$ cat src/sv/uue_pkg.sv
// ----------------------------------------------------------------------------
// uue_pkg
// Shared constants and types of the uuencode line encoder: line size
// default, character codes and the controller/datapath interface structs.
// ----------------------------------------------------------------------------
`default_nettype none

package uue_pkg;

    // default bytes per encoded line
    localparam int LINE_BYTES_DEF = 45;

    // character codes
    localparam logic [7:0] UU_BIAS     = 8'd32;
    localparam logic [7:0] UU_NEWLINE  = 8'd10;
    localparam logic [7:0] UU_BACKTICK = 8'd96;

    // input action codes (carried in tuser)
    localparam logic ACT_DATA   = 1'b0;
    localparam logic ACT_FINISH = 1'b1;

    // output character select codes
    localparam logic [1:0] SEL_LEN  = 2'd0;
    localparam logic [1:0] SEL_DATA = 2'd1;
    localparam logic [1:0] SEL_NL   = 2'd2;
    localparam logic [1:0] SEL_TICK = 2'd3;

    // controller to datapath commands
    typedef struct packed {
        logic       wr_byte;    // store input byte, bump fill count
        logic       clr_count;  // line emitted, restart fill
        logic       grp_init;   // group base and step counters to zero
        logic       rd_step;    // one step of the three-byte group fetch
        logic       grp_next;   // advance group base by three
        logic       emit;       // load output register
        logic [1:0] emit_sel;   // which character to load
        logic       emit_last;  // final character of this input word
    } uue_cmd_t;

    // datapath to controller status
    typedef struct packed {
        logic line_full_next;   // the byte being written fills the line
        logic count_zero;       // no bytes buffered
        logic rd_done;          // group fetch finished
        logic char_done;        // fourth character of the group
        logic grp_last;         // current group is the last of the line
        logic slot_free;        // output register can take a word
    } uue_sts_t;

endpackage

`default_nettype wire

$ cat src/sv/uue_datapath.sv
// ----------------------------------------------------------------------------
// uue_datapath
// Line buffer memory, fill count, group fetch and character formatting,
// plus the output register of the master-side stream.
// ----------------------------------------------------------------------------
`default_nettype none

module uue_datapath
    import uue_pkg::*;
#(
    parameter int LINE_BYTES = LINE_BYTES_DEF
)
(
    input  wire logic       clk,
    input  wire logic       rst_n,
    input  wire uue_cmd_t   cmd,
    output uue_sts_t        sts,
    input  wire logic [7:0] in_byte,
    input  wire logic       out_ready,
    output logic            out_valid,
    output logic [7:0]      out_char,
    output logic            out_last
);

    localparam int CNT_W  = $clog2(LINE_BYTES + 3);
    localparam int ADDR_W = $clog2(LINE_BYTES);

    localparam logic [CNT_W-1:0] LINE_FULL_M1 = CNT_W'(LINE_BYTES - 1);
    localparam logic [CNT_W-1:0] GRP_STEP     = CNT_W'(3);

    // line buffer, no reset: only written entries are read
    logic [7:0]       mem [LINE_BYTES];

    logic [CNT_W-1:0] count_reg, count_next;
    logic [CNT_W-1:0] grp_reg, grp_next;
    logic [1:0]       step_reg, step_next;
    logic [1:0]       ci_reg, ci_next;
    logic [7:0]       rd_data_reg;
    logic             rd_ok_reg;
    logic [23:0]      group_reg;
    logic             out_valid_reg, out_valid_next;
    logic [7:0]       out_char_reg, out_char_next;
    logic             out_last_reg, out_last_next;

    logic [CNT_W-1:0] rd_pos;
    logic             rd_in_line;
    logic [5:0]       sextet;

    assign rd_pos     = grp_reg + CNT_W'(step_reg);
    assign rd_in_line = (rd_pos < count_reg);

    // memory write and group fetch read
    always_ff @(posedge clk)
    begin
        if (cmd.wr_byte)
        begin
            mem[count_reg[ADDR_W-1:0]] <= in_byte;
        end
        if (cmd.rd_step && (step_reg != 2'd3) && rd_in_line)
        begin
            rd_data_reg <= mem[rd_pos[ADDR_W-1:0]];
        end
    end

    // fetch shift: byte read in one step is shifted in on the next
    always_ff @(posedge clk)
    begin
        if (cmd.rd_step)
        begin
            rd_ok_reg <= rd_in_line && (step_reg != 2'd3);
            if (step_reg != 2'd0)
            begin
                group_reg <= {group_reg[15:0], rd_ok_reg ? rd_data_reg : 8'd0};
            end
        end
    end

    // counters
    always_comb
    begin
        count_next = count_reg;
        grp_next   = grp_reg;
        step_next  = step_reg;
        ci_next    = ci_reg;
        if (cmd.wr_byte)
        begin
            count_next = count_reg + CNT_W'(1);
        end
        if (cmd.clr_count)
        begin
            count_next = '0;
        end
        if (cmd.grp_init)
        begin
            grp_next  = '0;
            step_next = '0;
            ci_next   = '0;
        end
        if (cmd.rd_step)
        begin
            step_next = step_reg + 2'd1;
        end
        if (cmd.emit && (cmd.emit_sel == SEL_DATA))
        begin
            ci_next = ci_reg + 2'd1;
        end
        if (cmd.grp_next)
        begin
            grp_next = grp_reg + GRP_STEP;
        end
    end

    always_ff @(posedge clk or negedge rst_n)
    begin
        if (!rst_n)
        begin
            count_reg <= '0;
            grp_reg   <= '0;
            step_reg  <= '0;
            ci_reg    <= '0;
        end
        else
        begin
            count_reg <= count_next;
            grp_reg   <= grp_next;
            step_reg  <= step_next;
            ci_reg    <= ci_next;
        end
    end

    // sextet of the current group, most significant first
    always_comb
    begin
        case (ci_reg)
            2'd0:    sextet = group_reg[23:18];
            2'd1:    sextet = group_reg[17:12];
            2'd2:    sextet = group_reg[11:6];
            default: sextet = group_reg[5:0];
        endcase
    end

    // output register
    always_comb
    begin
        out_valid_next = out_valid_reg;
        out_char_next  = out_char_reg;
        out_last_next  = out_last_reg;
        if (cmd.emit)
        begin
            out_valid_next = 1'b1;
            out_last_next  = cmd.emit_last;
            case (cmd.emit_sel)
                SEL_LEN:  out_char_next = UU_BIAS + 8'(count_reg);
                SEL_DATA: out_char_next = UU_BIAS + {2'b00, sextet};
                SEL_NL:   out_char_next = UU_NEWLINE;
                SEL_TICK: out_char_next = UU_BACKTICK;
                default:  out_char_next = UU_NEWLINE;
            endcase
        end
        else if (out_ready)
        begin
            out_valid_next = 1'b0;
        end
    end

    always_ff @(posedge clk or negedge rst_n)
    begin
        if (!rst_n)
        begin
            out_valid_reg <= 1'b0;
        end
        else
        begin
            out_valid_reg <= out_valid_next;
        end
    end

    always_ff @(posedge clk)
    begin
        out_char_reg <= out_char_next;
        out_last_reg <= out_last_next;
    end

    // status
    assign sts.line_full_next = (count_reg == LINE_FULL_M1);
    assign sts.count_zero     = (count_reg == '0);
    assign sts.rd_done        = (step_reg == 2'd3);
    assign sts.char_done      = (ci_reg == 2'd3);
    assign sts.grp_last       = ((grp_reg + GRP_STEP) >= count_reg);
    assign sts.slot_free      = !out_valid_reg || out_ready;

    assign out_valid = out_valid_reg;
    assign out_char  = out_char_reg;
    assign out_last  = out_last_reg;

endmodule

`default_nettype wire

$ cat src/sv/uue_ctrl.sv
// ----------------------------------------------------------------------------
// uue_ctrl
// Sequencer of the uuencode line encoder: takes words, then walks a line
// through length, group fetch, data characters, newline and the end line.
// ----------------------------------------------------------------------------
`default_nettype none

module uue_ctrl
    import uue_pkg::*;
(
    input  wire logic     clk,
    input  wire logic     rst_n,
    input  wire logic     in_valid,
    output logic          in_ready,
    input  wire logic     in_action,
    input  wire uue_sts_t sts,
    output uue_cmd_t      cmd
);

    localparam logic [2:0] S_IDLE = 3'd0;
    localparam logic [2:0] S_LEN  = 3'd1;
    localparam logic [2:0] S_RD   = 3'd2;
    localparam logic [2:0] S_CHR  = 3'd3;
    localparam logic [2:0] S_NL   = 3'd4;
    localparam logic [2:0] S_TICK = 3'd5;
    localparam logic [2:0] S_END  = 3'd6;

    logic [2:0] state_reg, state_next;
    logic       fin_reg, fin_next;
    logic       accept;

    assign in_ready = (state_reg == S_IDLE);
    assign accept   = in_valid && in_ready;

    // next state and commands
    always_comb
    begin
        state_next = state_reg;
        fin_next   = fin_reg;
        cmd        = '0;
        case (state_reg)
            S_IDLE:
            begin
                cmd.grp_init = 1'b1;
                if (accept)
                begin
                    if (in_action == ACT_DATA)
                    begin
                        cmd.wr_byte = 1'b1;
                        fin_next    = 1'b0;
                        if (sts.line_full_next)
                        begin
                            state_next = S_LEN;
                        end
                    end
                    else
                    begin
                        fin_next   = 1'b1;
                        state_next = sts.count_zero ? S_TICK : S_LEN;
                    end
                end
            end
            S_LEN:
            begin
                if (sts.slot_free)
                begin
                    cmd.emit     = 1'b1;
                    cmd.emit_sel = SEL_LEN;
                    state_next   = S_RD;
                end
            end
            S_RD:
            begin
                cmd.rd_step = 1'b1;
                if (sts.rd_done)
                begin
                    state_next = S_CHR;
                end
            end
            S_CHR:
            begin
                if (sts.slot_free)
                begin
                    cmd.emit     = 1'b1;
                    cmd.emit_sel = SEL_DATA;
                    if (sts.char_done)
                    begin
                        cmd.grp_next = 1'b1;
                        state_next   = sts.grp_last ? S_NL : S_RD;
                    end
                end
            end
            S_NL:
            begin
                if (sts.slot_free)
                begin
                    cmd.emit      = 1'b1;
                    cmd.emit_sel  = SEL_NL;
                    cmd.emit_last = !fin_reg;
                    cmd.clr_count = 1'b1;
                    state_next    = fin_reg ? S_TICK : S_IDLE;
                end
            end
            S_TICK:
            begin
                if (sts.slot_free)
                begin
                    cmd.emit     = 1'b1;
                    cmd.emit_sel = SEL_TICK;
                    state_next   = S_END;
                end
            end
            S_END:
            begin
                if (sts.slot_free)
                begin
                    cmd.emit      = 1'b1;
                    cmd.emit_sel  = SEL_NL;
                    cmd.emit_last = 1'b1;
                    cmd.clr_count = 1'b1;
                    state_next    = S_IDLE;
                end
            end
            default:
            begin
                state_next = S_IDLE;
            end
        endcase
    end

    always_ff @(posedge clk or negedge rst_n)
    begin
        if (!rst_n)
        begin
            state_reg <= S_IDLE;
            fin_reg   <= 1'b0;
        end
        else
        begin
            state_reg <= state_next;
            fin_reg   <= fin_next;
        end
    end

endmodule

`default_nettype wire

$ cat src/sv/uuencode_line_encoder.sv
// ----------------------------------------------------------------------------
// uuencode_line_encoder
// Buffers a byte stream into lines and emits the uuencoded line characters.
// ----------------------------------------------------------------------------
//  channel   dir  tdata            tuser        tlast
//  s_axis    in   data_byte[7:0]   action[0]    -
//  m_axis    out  out_char[7:0]    -            last_of_run
//
//  A data byte that does not fill the line is stored while the sequencer
//  stays idle. A full line emits the length character, then per group of
//  three bytes a fetch through the single registered line buffer read port
//  and four characters, then the newline; the end line adds a backtick line.
//  Reset clears the sequencer, fill count and output valid; the line
//  buffer is not cleared. A stalled m_axis_tready holds the sequencer.
// ----------------------------------------------------------------------------
`default_nettype none

module uuencode_line_encoder
    import uue_pkg::*;
#(
    parameter int LINE_BYTES = LINE_BYTES_DEF
)
(
    input  wire logic       clk,
    input  wire logic       rst_n,
    input  wire logic       s_axis_tvalid,
    output logic            s_axis_tready,
    input  wire logic [7:0] s_axis_tdata,   // data_byte[7:0]
    input  wire logic [0:0] s_axis_tuser,   // action[0]
    output logic            m_axis_tvalid,
    input  wire logic       m_axis_tready,
    output logic [7:0]      m_axis_tdata,   // out_char[7:0]
    output logic            m_axis_tlast
);

    uue_cmd_t cmd;
    uue_sts_t sts;

    // sequencer
    uue_ctrl u_ctrl (
        .clk       (clk),
        .rst_n     (rst_n),
        .in_valid  (s_axis_tvalid),
        .in_ready  (s_axis_tready),
        .in_action (s_axis_tuser[0]),
        .sts       (sts),
        .cmd       (cmd)
    );

    // line buffer and character formatting
    uue_datapath #(
        .LINE_BYTES (LINE_BYTES)
    ) u_datapath (
        .clk       (clk),
        .rst_n     (rst_n),
        .cmd       (cmd),
        .sts       (sts),
        .in_byte   (s_axis_tdata),
        .out_ready (m_axis_tready),
        .out_valid (m_axis_tvalid),
        .out_char  (m_axis_tdata),
        .out_last  (m_axis_tlast)
    );

endmodule

`default_nettype wire
$ cat config.mk
export PLATFORM = sky130hd
export DESIGN_NAME = uuencode_line_encoder
export DESIGN_NICKNAME = d
export VERILOG_FILES = /design/src/sv/uue_pkg.sv /design/src/sv/uue_datapath.sv /design/src/sv/uue_ctrl.sv /design/src/sv/uuencode_line_encoder.sv
export SDC_FILE = /design/constraint.sdc
export NUM_CORES = 1
export LEC_CHECK = 0
export BUFFER_PORTS_ARGS = -buffer_cell sky130_fd_sc_hd__buf_2
export CORE_ASPECT_RATIO = 1.5
export CORE_MARGIN = 3
export CORE_UTILIZATION = 57
export DETAILED_ROUTE_END_ITERATION = 8
export MAX_ROUTING_LAYER = met4
export PLACE_DENSITY = 0.85
export SETUP_SLACK_MARGIN = 0.5
export SYNTH_ARGS = -nofsm -noshare
export SYNTH_HDL_FRONTEND = slang
export SYNTH_SLANG_ARGS = --single-unit
$ cat constraint.sdc
create_clock -name clk -period 6.3 [get_ports clk]
set_clock_uncertainty 0.1 [all_clocks]
set_input_delay 0 -clock clk [delete_from_list [all_inputs] [get_ports clk]]
set_output_delay 0 -clock clk [all_outputs]
set_load 0.01 [all_outputs]
==> results of run 1 <==
==> cell families after synthesis <==
family	Yosys count	share of synthesized area [%]
xor gates and xnor gates	14	0.7126
AOI/OAI and AO/OA	75	3.185
DFF	422	73.04
buffers and inverters	65	1.861
adders and majority gates	23	1.716
and+or+nand+nor	151	4.079
other	1	0.02179
muxes	143	15.39
==> worst register-to-register path: cells and delay by family (launching register included) <==
kind | cells | cell delay (ns)
compound gates | 5 | 1.33
fa+ha+maj | 3 | 1.99
flops | 1 | 0.46
==> layer usage <==
metal  up-vias  part of all wire [%]  GRT usage [%]
li1       3668                     -              -
met2       440                    54          41.55
met1      4402                    35          28.61
met5         -                     0              -
met3        91                   6.1          3.078
met4         0                   4.7          10.26
==> metrics by stage <==
stage	utilization, %	hold slack (ns)	instance area [um2]	instances	setup slack, ns
2_1_floorplan	-	-0.3956	17210	894	2.900
3_3_place_gp	59.80	-0.1079	17690	1275	2.112
3_5_place_dp	59.80	-0.09960	17690	1275	2.033
4_1_cts	64.55	0.003283	19090	1350	2.013
5_1_grt	64.55	0.04849	19090	1350	1.861
6_report	64.55	0.01609	19090	1350	2.035
==> cell type report <==
type                    count  area (um2)
clock buffers              45        1041
well taps                 395       494.2
multi-input cells         407        4362
fillers                  1837       10480
clock inverters            24       304.0
inverters                  20       75.07
flip-flops and latches    422       12570
repair buffers             37       250.2
==> worst paths after layout <==
kind,end,depth (start not counted),slack (ns),startpoint
max,u_datapath.rd_data_reg[4],8,2.03,u_datapath.grp_reg[0]
min,u_datapath.mem[42][1],1,0.02,s_axis_tdata[1]
max reg2reg,u_datapath.rd_data_reg[4],8,2.03,u_datapath.grp_reg[0]
min reg2reg,u_datapath.group_reg[15],0,0.35,u_datapath.group_reg[7]
max in group asynchronous,u_datapath.ci_reg[1],3,4.86,rst_n
min in group asynchronous,u_datapath.count_reg[4],3,0.61,rst_n
==> power by group <==
part	total, uW	internal [uW]	switching, uW
clock	2470	1470	999
sequential	3340	3230	111
combinational	2030	960	1070
==> placed cells by master (no fill, tap or decap), types with 8 or more instances in the layout <==
cell type	Yosys	final
nor2_1	63	63
clkbuf_16	0	41
dfrtp_1	21	21
o21ai_0	18	18
buf_2	10	22
inv_1	18	18
ha_1	22	21
a22o_1	11	11
nand3_1	27	27
clkinv_1	1	8
a221oi_1	8	8
edfxtp_1	401	401
mux4_2	96	96
mux2_2	12	12
buf_4	9	8
mux2i_1	35	35
nand2_1	27	27
and2_1	10	10
xnor2_1	12	12
==> synthesized netlist by cell type, drive strengths merged (2+ instances only) <==
cell	n
mux2i	35
mux4	96
and2	10
nand2b	4
o22ai	3
xor2	2
edfxtp	401
a221oi	8
nor2	63
xnor2	12
nand4	3
a22oi	4
clkbuf	19
nor2b	4
mux2	12
o21ai	19
o31ai	3
a222oi	6
nor3	3
inv	19
a22o	11
dfrtp	21
buf	26
nor4	2
nand3	27
ha	22
a21oi	7
nand2	31
a21o	7
==> repair_timing <==
action                                 4_1_cts  5_1_grt
setup endpoints to repair                    0        0
hold buffers                                 6        0
endpoints found under the hold margin       33        0
==> qor.csv, run 1 <==
metric,value,unit
Pwr Total,7845,uW
Port Buffers,22,
final hold vios,0,
die height,218.8,um
Die X,147.9,um
period utilisation layout,67.70,%
Required @ worst endpoint,6.37,ns
grt total ovfl,0,
CP bufs+invs,0,
initial antenna violation count,0,
Crit path max-delay family,adder cells,
yosys synthesis warning count,0,
All-Layer GR Usage,23.97,%
Initial Util,58.18,%
DR WL/cell,27.13,um
vias per cell,6.371,
critical path capture point type,flop,
# rows,77,
CP max stage cell,fa_4,
Worst Hold Class,in2reg,
synth-to-layout area growth,10.97,%
# setup viols final,0,
CTS tree,done,
deepest clock path buffer count,3,
MaxCap Viol Count,0,
CP arrival,4.34,ns
Critical Path Max Stage Delay,1.37,ns
Mapped Area,17210,um2
Core ar.,29580,um2
die area,32350,um2
DRC,0,
post-synth top area share,69.98,%
share of layout cells above drive strength 1,21.88,%
status,finished clean,
nets@finish,962,
Yosys cell types,50,
Syn Nets,930,
Rel. slew slack,10.30,%
asr flop ratio synth,4.976,%
Yosys top cell by area,edfxtp_1,
post-CTS setup buffer count,0,
"Min Clock Period, post-route",4.265,ns
pwr dens,410.9,nW/um2
drt total wl,36620,um
Final Max Tran Viols,0,
vias in the first global route,8823,
Mean Syn Cell Area,19.25,um2
number of synthesized flops with an enable pin,401,
I/O pin count,24,
most frequent CP cell,a21o_1,
Leakage,0.006320,uW
H-tree levels,2,
clk sink count,422,
top_reg_cell synth,edfxtp_1,
register area share after synthesis,73.04,%
worst-path fanout max,60,
largest net degree at the start of global routing,70,
Pre-Repair DR Iteration Count,5,
CP Class,reg2reg,
drt first-iter violations,1048,
"top cells by area, synth","edfxtp_1 (70%), mux4_2 (13%), dfrtp_1 (3.1%)",
Clock Latency Late Sink,0.54,ns
#FFs+latches synth,422,
Post-DRT Antenna Nets,0,
startpoint types,flop,
Post-Synthesis Cells,894,
TNS Setup,0,ns
Largest register FFs,360,
clk slew on worst S/H paths,0.07,ns
FMAX,0.2345,GHz
global-route wire length before repair,55610,um
cts bufs inserted,38,
peak supply drop,339.6,uV
RePlAce Congestion,0.9016,
crit path cell chain,ha_4 > fa_4 > ha_1 > a21o_1 > a21o_1 > a21o_1 > a21o_1 > a21oi_1,
number of antenna cells inserted,0,
Root Driver,clkbuf_16,
Worst Max-Slew Pin Slew,1.334,ns
via count,8601,
RSZ-0062 raised after global routing,false,
Final HPWL DP,22820,um
# resized after CTS,0,
(Power assumes the default switching activity.)
==> run 2: changes to the inputs <==
--- a/config.mk
+++ b/config.mk
@@ -5,13 +5,14 @@
 export SDC_FILE = /design/constraint.sdc
 export NUM_CORES = 1
 export LEC_CHECK = 0
+export ABC_AREA = 1
 export BUFFER_PORTS_ARGS = -buffer_cell sky130_fd_sc_hd__buf_2
 export CORE_ASPECT_RATIO = 1.5
 export CORE_MARGIN = 3
 export CORE_UTILIZATION = 57
 export DETAILED_ROUTE_END_ITERATION = 8
 export MAX_ROUTING_LAYER = met4
-export PLACE_DENSITY = 0.85
+export PLACE_DENSITY = 0.88
 export SETUP_SLACK_MARGIN = 0.5
 export SYNTH_ARGS = -nofsm -noshare
 export SYNTH_HDL_FRONTEND = slang
==> constraint.sdc (replaced) <==
create_clock -name clk -period 3.5 [get_ports clk]
set_clock_uncertainty 0.1 [all_clocks]
set_input_delay 0 -clock clk [delete_from_list [all_inputs] [get_ports clk]]
set_output_delay 0 -clock clk [all_outputs]
set_load 0.01 [all_outputs]
==> run 2 against run 1 <==
Compared with the run above:
- first-iteration DRC count is 96% higher
- critical path depth is 1 higher
- worst hold slack better by 0.030 ns
- sequential share of layout area is 3.1 points lower
- synthesized area is 6.2% higher
- die area is 6.0% higher
- wire length is 21% higher
- clock power is 58% higher
- final area is 4.9% higher
- largest cell class unchanged
==> qor.csv, run 2 <==
metric,value,unit,change
status,finished clean,,unchanged
Final HPWL DP,25810,um,was 22820 um
register area share after synthesis,68.79,%,was 73.04%
Port Buffers,22,,unchanged
crit path to,u_datapath.rd_data_reg[5],,was u_datapath.rd_data_reg[4]
flop-to-flop setup slack,0.51,ns,was 2.03 ns
crit path cell chain,ha_4 > fa_4 > buf_16 > o21ai_0 > o211ai_1 > nand3_1 > nand2_1 > nand2_1 > nand2_1,,was ha_4 > fa_4 > ha_1 > a21o_1 > a21o_1 > a21o_1 > a21o_1 > a21oi_1
All-Layer GR Usage,25.56,%,was 23.97%
synth-to-layout area growth,9.615,%,was 10.97%
MaxCap Viol Count,0,,unchanged
via count,13033,,was 8601
FF-to-FF Start,u_datapath.step_reg[0],,was u_datapath.grp_reg[0]
number of synthesized flops with an enable pin,401,,unchanged
RSZ-0062 raised after global routing,true,,was false
CP max stage cell,fa_4,,unchanged
drt first-iter violations,2050,,was 1048
Rel. slew slack,27.94,%,was 10.30%
# rows,79,,was 77
deepest clock path buffer count,3,,unchanged
nets@finish,1729,,was 962
top post-synthesis cells by count,"nand2_1 (477), edfxtp_1 (401), nand3_1 (199)",,"was edfxtp_1 (401), mux4_2 (96), nor2_1 (63)"
#FFs+latches synth,422,,unchanged
worst-path fanout max,73,,was 60
CP Launch Point,u_datapath.step_reg[0],,was u_datapath.grp_reg[0]
Worst Hold Class,in2reg,,unchanged
Post-DRT Antenna Nets,0,,unchanged
share of layout cells above drive strength 1,7.326,%,was 21.88%
peak supply drop,520.5,uV,was 339.6 uV
"most common cell after layout, fill and taps aside",nand2_1,,was edfxtp_1
I/O pin count,24,,unchanged
CP arrival,3.31,ns,was 4.34 ns
Mean Syn Cell Area,10.85,um2,was 19.25 um2
Filler Cell Count,2069,,was 1837
CP Class,reg2reg,,unchanged
reg2reg end,u_datapath.rd_data_reg[5],,was u_datapath.rd_data_reg[4]
number of antenna cells inserted,0,,unchanged
TNS Setup,0,ns,unchanged
RePlAce Congestion,0.9791,,was 0.9016
Largest register FFs,360,,unchanged
Leakage,0.007770,uW,was 0.006320 uW
Finished Cell Area,20030,um2,was 19090 um2
Core ar.,31330,um2,was 29580 um2
cts bufs inserted,37,,was 38
DR WL/cell,20.79,um,was 27.13 um
initial antenna violation count,0,,unchanged
Yosys cell types,36,,was 50
clk sink count,422,,unchanged
most frequent CP cell,nand2_1,,was a21o_1
global-route wire length before repair,67170,um,was 55610 um
final hold vios,0,,unchanged
Clock Latency Late Sink,0.54,ns,about the same
die area,34280,um2,was 32350 um2
FMAX,0.3349,GHz,was 0.2345 GHz
DRC,0,,unchanged
CP bufs+invs,1,,was 0
top_reg_cell synth,edfxtp_1,,unchanged
Post-Synthesis Cells,1684,,was 894
pwr dens,706.0,nW/um2,was 410.9 nW/um2
Stages on worst setup path,9,,was 8
vias in the first global route,12753,,was 8823
Critical Path Max Stage Delay,0.82,ns,was 1.37 ns
"top cells by area, synth","edfxtp_1 (66%), nand2_1 (9.8%), nand3_1 (5.5%)",,"was edfxtp_1 (70%), mux4_2 (13%), dfrtp_1 (3.1%)"
startpoint types,flop,,unchanged
Root Driver,clkbuf_16,,unchanged
most frequent cells in the layout,"nand2_1 (477), edfxtp_1 (401), nand3_1 (198)",,"was edfxtp_1 (401), mux4_2 (96), nor2_1 (63)"
yosys synthesis warning count,0,,unchanged
grt total ovfl,0,,unchanged
largest net degree at the start of global routing,149,,was 70
drt total wl,44170,um,was 36620 um
FF-to-FF path depth,9,,was 8
Yosys top cell by area,edfxtp_1,,unchanged
CTS tree,done,,unchanged
Worst Max-Slew Pin Slew,1.077,ns,was 1.334 ns
Syn Nets,1720,,was 930
"Min Clock Period, post-route",2.986,ns,was 4.265 ns
post-synth top area share,65.91,%,was 69.98%
Mapped Area,18270,um2,was 17210 um2
dpl cell area,18750,um2,was 17690 um2
asr flop ratio synth,4.976,%,unchanged
critical path capture point type,flop,,unchanged
Pre-Repair DR Iteration Count,6,,was 5
clk slew on worst S/H paths,0.07,ns,about the same
Final Max Tran Viols,0,,unchanged
period utilisation layout,85.31,%,was 67.70%
Required @ worst endpoint,3.82,ns,was 6.37 ns
Die X,152.2,um,was 147.9 um
die height,225.3,um,was 218.8 um
Crit path max-delay family,adder cells,,unchanged
H-tree levels,2,,unchanged
# setup viols final,0,,unchanged
Initial Util,58.31,%,was 58.18%
vias per cell,6.133,,was 6.371
most frequent cell after synthesis,nand2_1,,was edfxtp_1
-- run 2: logic make-up after synthesis --
family,count (synthesis),share of synthesized area [%]
adder cells (fa/ha/maj),23,1.616
other,1,0.02053
buffers and inverters,232,5.328
XOR/XNOR,8,0.4657
flip-flops,422,68.79
AND/OR/NAND/NOR,855,19.46
AO/OA/AOI/OAI,143,4.328
-- run 2: area by class of cell --
type                            count  area (um2)  area share (%)
Timing Repair Buffer               48       427.9           2.137
Multi-Input combinational cell   1030        4795           23.94
Sequential cell                   422       12570           62.75
Tap cell                          405       506.7           2.530
Inverter                          154       580.6           2.899
Clock buffer                       44        1005           5.017
Clock inverter                     22       145.1          0.7247
-- run 2: power by group --
| part | internal [uW] | leakage (uW) | switching [uW] |
|---|---|---|---|
| registers | 5860 | 0.00389 | 178 |
| clock network | 2140 | 0.000560 | 1770 |
| logic | 1200 | 0.00332 | 2990 |
-- run 2: repair_timing --
item	4_1_cts	5_1_grt
setup buffers	0	2
endpoints found under the setup margin	0	12
gates resized for setup	0	4
endpoints found under the hold margin	34	0
hold buffers	6	0
-- run 2: worst min path at each step --
stage                    start                    end  slack (ns)  depth (start not counted)
2_1_floorplan            rst_n         u_ctrl.fin_reg       -0.40                          0
3_3_place_gp             rst_n    u_ctrl.state_reg[0]       -0.11                          1
3_5_place_dp             rst_n    u_ctrl.state_reg[0]       -0.10                          1
4_1_cts        s_axis_tdata[4]  u_datapath.mem[15][4]        0.03                          1
5_1_grt        s_axis_tdata[4]  u_datapath.mem[13][4]        0.07                          1
6_report       s_axis_tdata[1]  u_datapath.mem[18][1]        0.05                          1
-- run 2: worst reg2reg max path, delay by kind of cell (launching register included) --
family                     cells  cell delay [ns]
and+or+nand+nor                4             0.42
DFF                            1             0.45
adders and majority gates      2             1.03
buffers and inverters          1             0.30
AOI/OAI and AO/OA              2             0.56
-- run 2: through the flow --
step	setup WS (ns)	util [%]	hold WS, ns	cells	total power, uW
2_1_floorplan	0.5855	-	-0.3956	1684	8807
3_3_place_gp	0.6804	59.83	-0.1125	2050	9825
3_5_place_dp	0.5936	59.83	-0.1015	2050	10000
4_1_cts	0.5295	63.69	0.02649	2122	13900
5_1_grt	0.4310	63.91	0.06756	2125	14670
6_report	0.5140	63.91	0.04578	2125	14140
-- run 2: routing by layer --
metal  GRT usage [%]  share of wire [%]
met2           43.94                 51
met4           14.54                6.3
met1           28.84                 33
met5               -                  0
met3           3.535                9.5
